[src/rtl/core/u8dec_pkg.sv]
// shared types and constants for the utf-8 sequence decoder
`default_nettype none

package u8dec_pkg;

    localparam int unsigned BYTE_W   = 8;
    localparam int unsigned LEN_W    = 3;
    localparam int unsigned CP_W     = 25;
    localparam int unsigned CNT_W    = 4;
    localparam int unsigned SUM_W    = 27;
    localparam int unsigned S_DATA_W = 48;
    localparam int unsigned M_DATA_W = 32;

    // longest sequence handled
    localparam logic [LEN_W-1:0] MAX_LEN = 3'd5;

    // lead byte class masks and patterns
    localparam logic [BYTE_W-1:0] LEAD1_MASK = 8'h80;
    localparam logic [BYTE_W-1:0] LEAD1_PAT  = 8'h00;
    localparam logic [BYTE_W-1:0] LEAD2_MASK = 8'hE0;
    localparam logic [BYTE_W-1:0] LEAD2_PAT  = 8'hC0;
    localparam logic [BYTE_W-1:0] LEAD3_MASK = 8'hF0;
    localparam logic [BYTE_W-1:0] LEAD3_PAT  = 8'hE0;
    localparam logic [BYTE_W-1:0] LEAD4_MASK = 8'hF8;
    localparam logic [BYTE_W-1:0] LEAD4_PAT  = 8'hF0;
    localparam logic [BYTE_W-1:0] LEAD5_MASK = 8'hFC;
    localparam logic [BYTE_W-1:0] LEAD5_PAT  = 8'hF8;

    // five-byte values must stay below this
    localparam logic [SUM_W-1:0] FIVE_LIMIT = 27'h100_0000;

    // error encoding, -1 in both fields
    localparam logic signed [CP_W-1:0]  CP_ERR  = '1;
    localparam logic signed [CNT_W-1:0] CNT_ERR = '1;

    // consumed byte counts
    localparam logic signed [CNT_W-1:0] CNT_ONE   = 4'sd1;
    localparam logic signed [CNT_W-1:0] CNT_TWO   = 4'sd2;
    localparam logic signed [CNT_W-1:0] CNT_THREE = 4'sd3;
    localparam logic signed [CNT_W-1:0] CNT_FOUR  = 4'sd4;
    localparam logic signed [CNT_W-1:0] CNT_FIVE  = 4'sd5;

    typedef struct packed {
        logic [LEN_W-1:0]  avail_len;
        logic [BYTE_W-1:0] byte4;
        logic [BYTE_W-1:0] byte3;
        logic [BYTE_W-1:0] byte2;
        logic [BYTE_W-1:0] byte1;
        logic [BYTE_W-1:0] byte0;
    } t_item;

    typedef struct packed {
        logic signed [CNT_W-1:0] consumed;
        logic signed [CP_W-1:0]  code_point;
    } t_result;

endpackage

`default_nettype wire

[src/rtl/core/u8dec_decode.sv]
// combinational decode of one byte window into a code point and length
`default_nettype none

module u8dec_decode (
    input  u8dec_pkg::t_item   i_item,
    output u8dec_pkg::t_result o_result
);
    import u8dec_pkg::*;

    logic [LEN_W-1:0] len;
    logic             c1, c2, c3, c4;
    logic [SUM_W-1:0] v2, v3, v4, v5;

    assign len = (i_item.avail_len > MAX_LEN) ? MAX_LEN : i_item.avail_len;

    // only bit 7 of a continuation byte is checked
    assign c1 = i_item.byte1[7];
    assign c2 = i_item.byte2[7];
    assign c3 = i_item.byte3[7];
    assign c4 = i_item.byte4[7];

    // parts are added, overlapping fields carry into each other
    assign v2 = (SUM_W'(i_item.byte0[4:0]) << 6) + SUM_W'(i_item.byte1[6:0]);
    assign v3 = (SUM_W'(i_item.byte0[3:0]) << 12) + (SUM_W'(i_item.byte1[6:0]) << 6)
              + SUM_W'(i_item.byte2[6:0]);
    assign v4 = (SUM_W'(i_item.byte0[2:0]) << 18) + (SUM_W'(i_item.byte1[6:0]) << 12)
              + (SUM_W'(i_item.byte2[6:0]) << 6) + SUM_W'(i_item.byte3[6:0]);
    assign v5 = (SUM_W'(i_item.byte0[2:0]) << 24) + (SUM_W'(i_item.byte1[6:0]) << 18)
              + (SUM_W'(i_item.byte2[6:0]) << 12) + (SUM_W'(i_item.byte3[6:0]) << 6)
              + SUM_W'(i_item.byte4[6:0]);

    always_comb begin
        o_result.code_point = CP_ERR;
        o_result.consumed   = CNT_ERR;
        if ((i_item.byte0 & LEAD1_MASK) == LEAD1_PAT) begin
            if (len >= 3'd1) begin
                o_result.code_point = CP_W'(i_item.byte0);
                o_result.consumed   = CNT_ONE;
            end
        end else if ((i_item.byte0 & LEAD2_MASK) == LEAD2_PAT) begin
            if (len >= 3'd2 && c1) begin
                o_result.code_point = v2[CP_W-1:0];
                o_result.consumed   = CNT_TWO;
            end
        end else if ((i_item.byte0 & LEAD3_MASK) == LEAD3_PAT) begin
            if (len >= 3'd3 && c1 && c2) begin
                o_result.code_point = v3[CP_W-1:0];
                o_result.consumed   = CNT_THREE;
            end
        end else if ((i_item.byte0 & LEAD4_MASK) == LEAD4_PAT) begin
            if (len >= 3'd4 && c1 && c2 && c3) begin
                o_result.code_point = v4[CP_W-1:0];
                o_result.consumed   = CNT_FOUR;
            end
        end else if ((i_item.byte0 & LEAD5_MASK) == LEAD5_PAT) begin
            if (len >= 3'd5 && c1 && c2 && c3 && c4 && (v5 < FIVE_LIMIT)) begin
                o_result.code_point = v5[CP_W-1:0];
                o_result.consumed   = CNT_FIVE;
            end
        end
    end

endmodule

`default_nettype wire

[src/rtl/core/utf8_sequence_decoder_unit.sv]
// an input transaction passes through the input register and then the result register before its result is valid
// throughput: one sequence per cycle, sustained while the output side is ready
// the input register and the result register are each one pipeline stage
// reset (synchronous, active low) clears both stage valid flags; data is not reset
// a stall at the output reaches the input ready in the same cycle through the ready chain
`default_nettype none

module utf8_sequence_decoder_unit (
    input  wire                              i_clk,
    input  wire                              i_rst_n,
    // slave side
    input  wire                              i_s_axis_tvalid,
    output logic                             o_s_axis_tready,
    // byte0 [7:0], byte1 [15:8], byte2 [23:16], byte3 [31:24], byte4 [39:32],
    // avail_len [42:40], zero fill [47:43]
    input  wire  [u8dec_pkg::S_DATA_W-1:0]   i_s_axis_tdata,
    // master side
    output logic                             o_m_axis_tvalid,
    input  wire                              i_m_axis_tready,
    // code_point [24:0], consumed [28:25], zero fill [31:29]
    output logic [u8dec_pkg::M_DATA_W-1:0]   o_m_axis_tdata
);
    import u8dec_pkg::*;

    // stage 1: input register
    logic    r_in_valid;
    t_item   r_in;
    // stage 2: result register
    logic    r_out_valid;
    t_result r_out;

    logic    out_ready;   // result stage can take a new value
    logic    in_ready;    // input stage can take a new transaction
    t_result dec_result;

    assign out_ready = !r_out_valid || i_m_axis_tready;
    assign in_ready  = !r_in_valid || out_ready;

    u8dec_decode u_decode (
        .i_item   (r_in),
        .o_result (dec_result)
    );

    // input stage: capture on every accepted transaction
    always_ff @(posedge i_clk) begin
        if (!i_rst_n) begin
            r_in_valid <= 1'b0;
        end else if (in_ready) begin
            r_in_valid <= i_s_axis_tvalid;
        end
    end

    always_ff @(posedge i_clk) begin
        if (in_ready && i_s_axis_tvalid) begin
            r_in <= i_s_axis_tdata[$bits(t_item)-1:0];
        end
    end

    // result stage: decoded value of the input register
    always_ff @(posedge i_clk) begin
        if (!i_rst_n) begin
            r_out_valid <= 1'b0;
        end else if (out_ready) begin
            r_out_valid <= r_in_valid;
        end
    end

    always_ff @(posedge i_clk) begin
        if (out_ready && r_in_valid) begin
            r_out <= dec_result;
        end
    end

    assign o_s_axis_tready = in_ready;
    assign o_m_axis_tvalid = r_out_valid;
    assign o_m_axis_tdata  = {(M_DATA_W - $bits(t_result))'(0), r_out};

    // error flags in both fields always agree
    a_err_pair: assert property (@(posedge i_clk) disable iff (!i_rst_n)
        r_out_valid |-> ((r_out.consumed == CNT_ERR) == (r_out.code_point == CP_ERR)))
        else $error("code point and consumed disagree on error");

    // a good result consumes one to five bytes
    a_cnt_range: assert property (@(posedge i_clk) disable iff (!i_rst_n)
        (r_out_valid && r_out.consumed != CNT_ERR)
            |-> (r_out.consumed >= CNT_ONE && r_out.consumed <= CNT_FIVE))
        else $error("consumed count out of range");

    // an item in the input stage moves on when the result stage is free
    a_advance: assert property (@(posedge i_clk) disable iff (!i_rst_n)
        (r_in_valid && out_ready) |=> r_out_valid)
        else $error("item lost between stages");

    // input stalls only when both stages hold items
    a_stall: assert property (@(posedge i_clk) disable iff (!i_rst_n)
        !in_ready |-> (r_in_valid && r_out_valid))
        else $error("input stalled with a free stage");

endmodule

`default_nettype wire

[config.mk]
export PLATFORM = sky130hd
export DESIGN_NAME = utf8_sequence_decoder_unit
export DESIGN_NICKNAME = d
export VERILOG_FILES = /design/src/rtl/core/u8dec_pkg.sv /design/src/rtl/core/u8dec_decode.sv /design/src/rtl/core/utf8_sequence_decoder_unit.sv
export SDC_FILE = /design/constraint.sdc
export NUM_CORES = 1
export LEC_CHECK = 0
export BUFFER_PORTS_ARGS = -buffer_cell sky130_fd_sc_hd__clkbuf_2
export CORE_ASPECT_RATIO = 1.75
export CORE_MARGIN = 5
export CORE_UTILIZATION = 50
export DETAILED_ROUTE_END_ITERATION = 10
export HOLD_SLACK_MARGIN = 0.03
export PLACE_DENSITY = 0.78
export SYNTH_ARGS = -nofsm -noshare
export SYNTH_HDL_FRONTEND = slang
export SYNTH_SLANG_ARGS = --single-unit
[constraint.sdc]
create_clock -name i_clk -period 3 [get_ports i_clk]
set_clock_uncertainty 0.1 [all_clocks]
set_input_delay 0.3 -clock i_clk [delete_from_list [all_inputs] [get_ports i_clk]]
set_output_delay 0.3 -clock i_clk [all_outputs]
set_load 0.02 [all_outputs]
-- After elaboration in Yosys (flattened, before gate mapping)
Cells that the tools add are included.
- word-level logic and storage cells: 60
- output and inout port bits: 34
- input port bits: 52
- register bits: 74
- add/subtract/negate cells: 10
- muxes and demuxes: 11
- reduce and logical (&&, ||, !) cells: 18
- equality and inequality tests: 4
- $lt $le $gt $ge: 7
- operators with widths (kind ; number):
    $mux W29 ; 10
    $add A25 B7 Y25 ; 2
    $add A27 B13 Y27 ; 1
    $add A27 B19 Y27 ; 1
    $add A27 B25 Y27 ; 1
    $add A27 B7 Y27 ; 1
    $lt A27 B25 Y1 const B ; 1
    $add A25 B13 Y25 ; 1
    $add A21 B19 Y22 ; 1
    $add A16 B13 Y17 ; 1
    $logic_and A1 B1 Y1 ; 13
    $add A11 B7 Y12 ; 1
    $logic_not A8 Y1 ; 1
    $eq A6 B6 Y1 const B ; 1
    $ge A3 B2 Y1 const B ; 2
    $ge A3 B3 Y1 const B ; 2
    $eq A5 B5 Y1 const B ; 1
    $eq A4 B4 Y1 const B ; 1
    $eq A3 B3 Y1 const B ; 1
    $ge A3 B1 Y1 const B ; 1
    $gt A3 B3 Y1 const B ; 1
    $mux W3 ; 1
    $logic_not A1 Y1 ; 2
    $logic_or A1 B1 Y1 ; 2

-- Longest topological paths before layout
Gate-level depths: netlist of the first run.
- depth after elaboration: 14
- mapped depth: 9
- gate-level depth less buffers: 8

-- Hierarchy
From an unflattened synthesis of the first run, not the netlist that was laid out.
- cells, all modules: 358
- area, all modules: 4036.4 µm²
- by module, submodules not included (module ; cells an instance ; instances ; seq. area each (µm²) ; area each (µm²)):
    utf8_sequence_decoder_unit ; 85 ; 1 ; 2202.1 ; 2292.2
    u8dec_decode ; 273 ; 1 ; 0.0 ; 1744.2

-- Worst setup path after synthesis of the first run
No wires, ideal clock.
- kind: reg-to-reg
- start point: reg r_in[8] (netlist name)
- end point: reg r_out, in the netlist o_m_axis_tdata[10] (data pin)
- buffers on the path: 2
- period minus slack after synthesis: 2.614 ns
- stages on the path, launching flop included: 10
- required time: 2.634 ns
- arrival time: 2.248 ns
- setup slack: 0.386 ns
- library setup time: 0.266 ns
- path through: edfxtp_1 > ha_1 > nand4_1 > o21a_1 > buf_6 > a21oi_1 > a31oi_1 > a211oi_4 > buf_8 > a31oi_2
- RTL lines (what ; RTL line ; RTL):
    start: declaration ; utf8_sequence_decoder_unit.sv:27 ; t_item r_in;
    start signal: assignment ; utf8_sequence_decoder_unit.sv:55 ; r_in <= i_s_axis_tdata[$bits(t_item)-1:0];
    end signal: assignment ; utf8_sequence_decoder_unit.sv:70 ; r_out <= dec_result;
    end: declaration ; utf8_sequence_decoder_unit.sv:30 ; t_result r_out;

==> results of run 1 <==
## power by group through the flow
stage / registers, mW / logic [mW] / clock network (mW)
5_1_grt: 1.26 / 0.363 / 0.989
2_1_floorplan: 1.27 / 0.204 / 0
4_1_cts: 1.25 / 0.333 / 0.952
6_report: 1.25 / 0.334 / 0.929
3_5_place_dp: 1.27 / 0.328 / 0
3_3_place_gp: 1.27 / 0.326 / 0
## through the flow
stage | util, % | cells | instance area [um2] | setup slack, ns
after floorplan | - | 369 | 4110 | 0.386
after global placement | 58.3 | 532 | 4640 | 0.110
after detailed placement | 58.3 | 532 | 4640 | 0.0385
after CTS | 62.1 | 552 | 4940 | 0.00581
after global routing | 62.4 | 554 | 4970 | 0.0260
final | 62.4 | 554 | 4970 | 0.173
## layer usage
layer,wire [um],share of wire (%)
met5,0,0
met4,493,4.8
met3,470,4.6
met2,5580,54
met1,3770,37
## area by class of cell
cell class,count,area share (%)
flip-flops and latches,74,44.3
clock inverters,7,0.730
repair buffers,108,12.9
clock buffers,9,4.53
multi-input cells,262,34.9
well taps,90,2.27
inverters,4,0.302
## synthesized netlist by cell type, drive strengths merged (2+ instances only)
cell type	n	share of area (%)
edfxtp	72	53
nor2	33	3.0
nand2	31	2.8
a21oi	28	4.8
xnor2	22	4.7
xor2	19	4.1
o21ai	18	2.2
o22ai	18	2.7
buf	15	2.9
clkbuf	14	1.3
nand3	11	1.3
a31oi	9	1.7
ha	8	2.4
nand4	8	1.2
and3	6	0.91
nor3	6	0.73
o211ai	5	0.91
o21a	5	0.91
and4	4	0.85
inv	4	0.37
nor2b	4	0.61
a221oi	2	0.43
a31o	2	0.64
dfxtp	2	0.98
nand2b	2	0.30
or2	2	0.30
## state kept, by name, indices dropped and copies added (netlist names)
signal / cells
r_in: 43
r_in_valid: 1
o_m_axis_tdata: 29
o_m_axis_tvalid: 1
## worst register-to-register path: cells and delay by family (launching register included)
family | cells | cell delay (ns)
buf+inv | 1 | 0.29
fa+ha+maj | 1 | 0.37
simple gates | 1 | 0.23
flops | 1 | 0.41
compound gates | 5 | 1.19
## what timing repair did
action                     CTS  global route
setup endpoints to repair    0            22
hold endpoints to repair     4             1
setup buffers                0             1
gates resized for setup      0             2
hold buffers                 4             1
## worst max path at each step
stage	endpoint	slack, ns
after floorplan	o_m_axis_tdata[10]	0.39
after global placement	o_m_axis_tdata[10]	0.11
after detailed placement	o_m_axis_tdata[9]	0.04
after CTS	o_m_axis_tdata[9]	0.006
after global routing	o_m_axis_tdata[8]	0.03
final	o_m_axis_tdata[8]	0.17
## cells by family after synthesis
logic type / synth area share [%]
other cells: 0.0914
flops: 53.7
compound gates: 17.0
buf+inv: 4.54
fa+ha+maj: 2.44
xor+xnor: 8.75
simple gates: 13.5
==> metrics.txt, run 1 <==
sw frac 25.0%; R2R Path End o_m_axis_tdata[8]; die area 10200 um2; CP Cell Sequence ha_1, and3_1, a31o_4, a2111oi_4, o311ai_1, a211oi_4, buf_4, a31oi_1; Nets 519; GR peak layer met2; Final ANT Viol Nets 0; Pleak 1.88 nW; PortBufs 77; library cells used by synthesis 51; MaxCap Viol Count 0; worst reg2reg path depth 8; GR Util met2 39.0%; FILL cells 681; Startpoint Class flip-flop; routing usage on met3 3.80%; Reg power frac 49.8%; flops & latches, synth 74; Core Footprint 7960 um2; die span in x 78.5 um; CP max stage delay 0.41 ns; Worst path depth 8; Mean Syn Cell Area 11.2 um2; CTS clk-pin slew, worst paths 0.06 ns; Synth-to-Final Area Change 21.1%; count of final setup violators 0; final slew viol count 0; VDD IR max 0.451 mV; most frequent cells in the layout clkbuf_2 (77), edfxtp_1 (72), nor2_1 (33); vias in the first global route 3200; Final Hold Vio Count 0; Post-synth EDFFs 72; layout cells sized above 1 31.0%; Root Buffer clkbuf_16; first-pass GRT wire length 16000 um; hold_ws 0.0428 ns; clock power share 37.0%; initial antenna violation count 0; Max Freq 0.354 GHz; Setup TNS 0 ns; Switch Pwr 0.628 mW; drt initial violations 154; Worst EP arrival 2.79 ns; fin crit share 94.2%; worst-skew pair later-pin latency 0.33 ns; Seq/Total Area, Yosys 53.7%; most common cell after layout, fill and taps aside clkbuf_2; WHS Endpoint r_in[33]; largest net degree at the start of global routing 44; CTS Buf Count 9; Max clock buf depth 2; routed length per instance 18.6 um; met1 Use GR 21.9%; Req. time, crit path 2.97 ns; Critical Path Start r_in[16]; hold_sp i_s_axis_tdata[33]; RSZ-0062 raised after global routing false; Mapped Area 4100 um2; area of the multi-input gates 1740 um2; GP Congestion 0.924; total track usage 21.2%; Initial Utilization 51.5%; clock sink count 74; Crit Path Class flip-flop to flip-flop; via/cell ratio 5.71; Vias 3161; DP HPWL 8050 um; Detailed Route WL 10300 um; yosys warns 0; FFs w/ async S/R, synth 0%; Overflow after GRT 0; worst r2r src r_in[16]; diodes inserted 0; Buf/Inv on CP 1; detailed-router iteration count before antenna repair 4; worst-margin pin slew 0.908 ns; I/O pins 86; min cycle time layout 2.83 ns; Most used DFF post-synth edfxtp_1; slowest CP cell edfxtp_1; status finished, final reports clean; Power Density 506 nW/um2; htree depth 3; CTS tree yes; CP endpoint kind flip-flop; delay-heaviest family, CP compound AO/OA/AOI/OAI gates; std cell rows 43; Overall Power 2.51 mW; FF+latch area 2200 um2; worst rel slew slack 39.5%; hold path depth 1; HP Class input pin to flip-flop; Die Ht 130 um; FF-to-FF setup slack 0.17 ns; Mapped Cells 367; P_int 1.88 mW; crit path max fanout 12; Residual DRC 0; power share of the combinational group 13.3%
Note: power is estimated with default switching activity, not from simulation.
==> inputs of run 2 (changes only) <==
--- a/config.mk
+++ b/config.mk
@@ -5,10 +5,12 @@
 export SDC_FILE = /design/constraint.sdc
 export NUM_CORES = 1
 export LEC_CHECK = 0
+export ABC_AREA = 1
 export BUFFER_PORTS_ARGS = -buffer_cell sky130_fd_sc_hd__clkbuf_2
 export CORE_ASPECT_RATIO = 1.75
 export CORE_MARGIN = 5
 export CORE_UTILIZATION = 50
+export CTS_CLUSTER_DIAMETER = 100
 export DETAILED_ROUTE_END_ITERATION = 10
 export HOLD_SLACK_MARGIN = 0.03
 export PLACE_DENSITY = 0.78
==> metrics.txt, run 2 <==
status finished, final reports clean; diodes inserted 0; initial antenna violation count 0; HP Class input pin to flip-flop; library cells used by synthesis 35; WHS Endpoint r_in[24]; Residual DRC 0; CTS Buf Count 9; total track usage 23.8%; Req. time, crit path 2.98 ns; std cell rows 44; Most used DFF post-synth edfxtp_1; VDD IR max 0.380 mV; Synth area leaders edfxtp_1 (51%), nand2_1 (6.8%), nor2_1 (4.9%); drt initial violations 342; R2R Path End o_m_axis_tdata[22]; FILL cells 717; Max clock buf depth 2; yosys warns 0; crit path max fanout 11; count of final setup violators 0; I/O pins 86; Overall Power 2.56 mW; worst-skew pair later-pin latency 0.34 ns; Crit Path Class flip-flop to flip-flop; Largest Register r_in; clock sink count 74; Power Density 498 nW/um2; Vias 3788; first-pass GRT wire length 18800 um; worst rel slew slack 65.3%; hold path depth 1; Die Ht 132 um; detailed-router iteration count before antenna repair 5; MaxCap Viol Count 0; Final ANT Viol Nets 0; min cycle time layout 2.80 ns; FF-to-FF setup slack 0.20 ns; vias in the first global route 3754; Seq/Total Area, Yosys 52.1%; most frequent cells in the layout nand2_1 (77), clkbuf_2 (77), edfxtp_1 (72); CTS tree yes; Worst EP arrival 2.78 ns; Mapped Area 4230 um2; Setup TNS 0 ns; Startpoint Class flip-flop; max FFs per register 43; layout cells sized above 1 23.8%; Max Freq 0.358 GHz; count leader, synth nand2_1; Post-synth EDFFs 72; Overflow after GRT 0; GP Congestion 0.946; DP HPWL 9560 um; Synth-to-Final Area Change 21.6%; worst-margin pin slew 0.521 ns; RSZ-0062 raised after global routing false; fin crit share 93.2%; Root Buffer clkbuf_16; Pleak 2.21 nW; fin area 5140 um2; top-area cell type share of the netlist area 51.2%; Mean Syn Cell Area 8.95 um2; final slew viol count 0; Core Footprint 8260 um2; routed length per instance 18.0 um; Core Util, Final 62.2%; htree depth 3; FFs w/ async S/R, synth 0%; flops & latches, synth 74; Final Hold Vio Count 0; Detailed Route WL 12100 um; worst reg2reg path depth 13; Post-Place Cell Area 4770 um2; Mapped Cells 472; via/cell ratio 5.65; die span in x 79.5 um; Initial Utilization 51.2%; Yosys top cell by area edfxtp_1; PortBufs 77; CTS clk-pin slew, worst paths 0.06 ns; worst r2r src r_in[16]; die area 10500 um2; Nets 634; CP endpoint kind flip-flop; largest net degree at the start of global routing 44; commonest cells in the synthesized netlist nand2_1 (77), edfxtp_1 (72), nor2_1 (55); hold_sp i_s_axis_tdata[24]
## run 2: cell types whose count changed after synthesis, moves of 10 or more
cell | previous run | this run
o22ai_1 | 18 | 6
xnor2_1 | 22 | 4
o21ai_0 | 17 | 38
a21oi_1 | 13 | 36
nor2_1 | 33 | 55
nand2_2 | 0 | 10
a21oi_2 | 15 | 0
inv_1 | 4 | 54
nand3_1 | 11 | 21
nand2_1 | 31 | 77
clkbuf_1 | 14 | 3
## run 2: cells by family (layout without fill, tap and decap cells)
logic type	after synthesis	count (layout)	share of synthesized area, %
compound gates	96	96	12.5
xor+xnor	17	17	3.52
flops	74	74	52.1
buf+inv	71	176	7.08
fa+ha+maj	8	8	2.37
other cells	1	3	0.0887
simple gates	205	205	22.3
## run 2: power by group
group | internal, mW | leakage, nW | switching (mW)
Sequential | 1.21 | 0.703 | 0.0433
Combinational | 0.127 | 1.38 | 0.228
Clock | 0.556 | 0.122 | 0.398
## run 2: layout make-up
class                      instances  area [um2]  share of cell area [%]
multi-input combinational        329        1740                    33.8
clock inverter                     5        32.5                   0.633
sequential                        74        2200                    42.9
clock buffer                      11         233                    4.53
tap                               92         115                    2.24
timing repair buffer             103         606                    11.8
inverter                          57         214                    4.16
## run 2: worst max-delay path by stage
stage	from	to	cells after the start
floorplan	o_m_axis_tvalid	o_m_axis_tdata[0]	1
global placement	r_in[16]	o_m_axis_tdata[23]	16
detailed placement	r_in[16]	o_m_axis_tdata[22]	15
CTS	r_in[16]	o_m_axis_tdata[22]	13
global route	r_in[8]	o_m_axis_tdata[12]	13
finish	r_in[16]	o_m_axis_tdata[22]	13
## run 2: critical path: stages (launching register included)
cell      delay (ns)
edfxtp_1        0.45
ha_1            0.41
nand2_1         0.07
nor2_1          0.10
nand2_1         0.11
nor2_1          0.22
nand2_1         0.12
nand3_2         0.09
nand2_2         0.08
nor2_4          0.14
nand2_2         0.16
buf_4           0.23
o21ai_0         0.17
a21oi_1         0.08
## run 2: routing by layer
metal / vias to the layer above / global-route usage, % / share of wire [%]
li1: 1815 / - / -
met1: 1756 / 25.4 / 35
met2: 178 / 42.9 / 55
met3: 39 / 4.11 / 5.6
met4: 0 / 12.9 / 4.6
met5: - / 0 / 0
## run 2: through the flow
step	worst slack, ns	cells	hold slack [ns]
detailed placement	0.230	645	0.379
global route	0.0106	671	0.0308
floorplan	0.597	474	0.299
CTS	0.220	669	0.0304
finish	0.204	671	0.0369
global placement	0.261	645	0.373
## run 2: repair_timing
| action | CTS | global route |
|---|---|---|
| gates resized for setup | 0 | 1 |
| endpoints found under the setup margin | 0 | 1 |
| setup buffers | 0 | 0 |
| hold buffers | 8 | 2 |
| hold endpoints to repair | 8 | 2 |
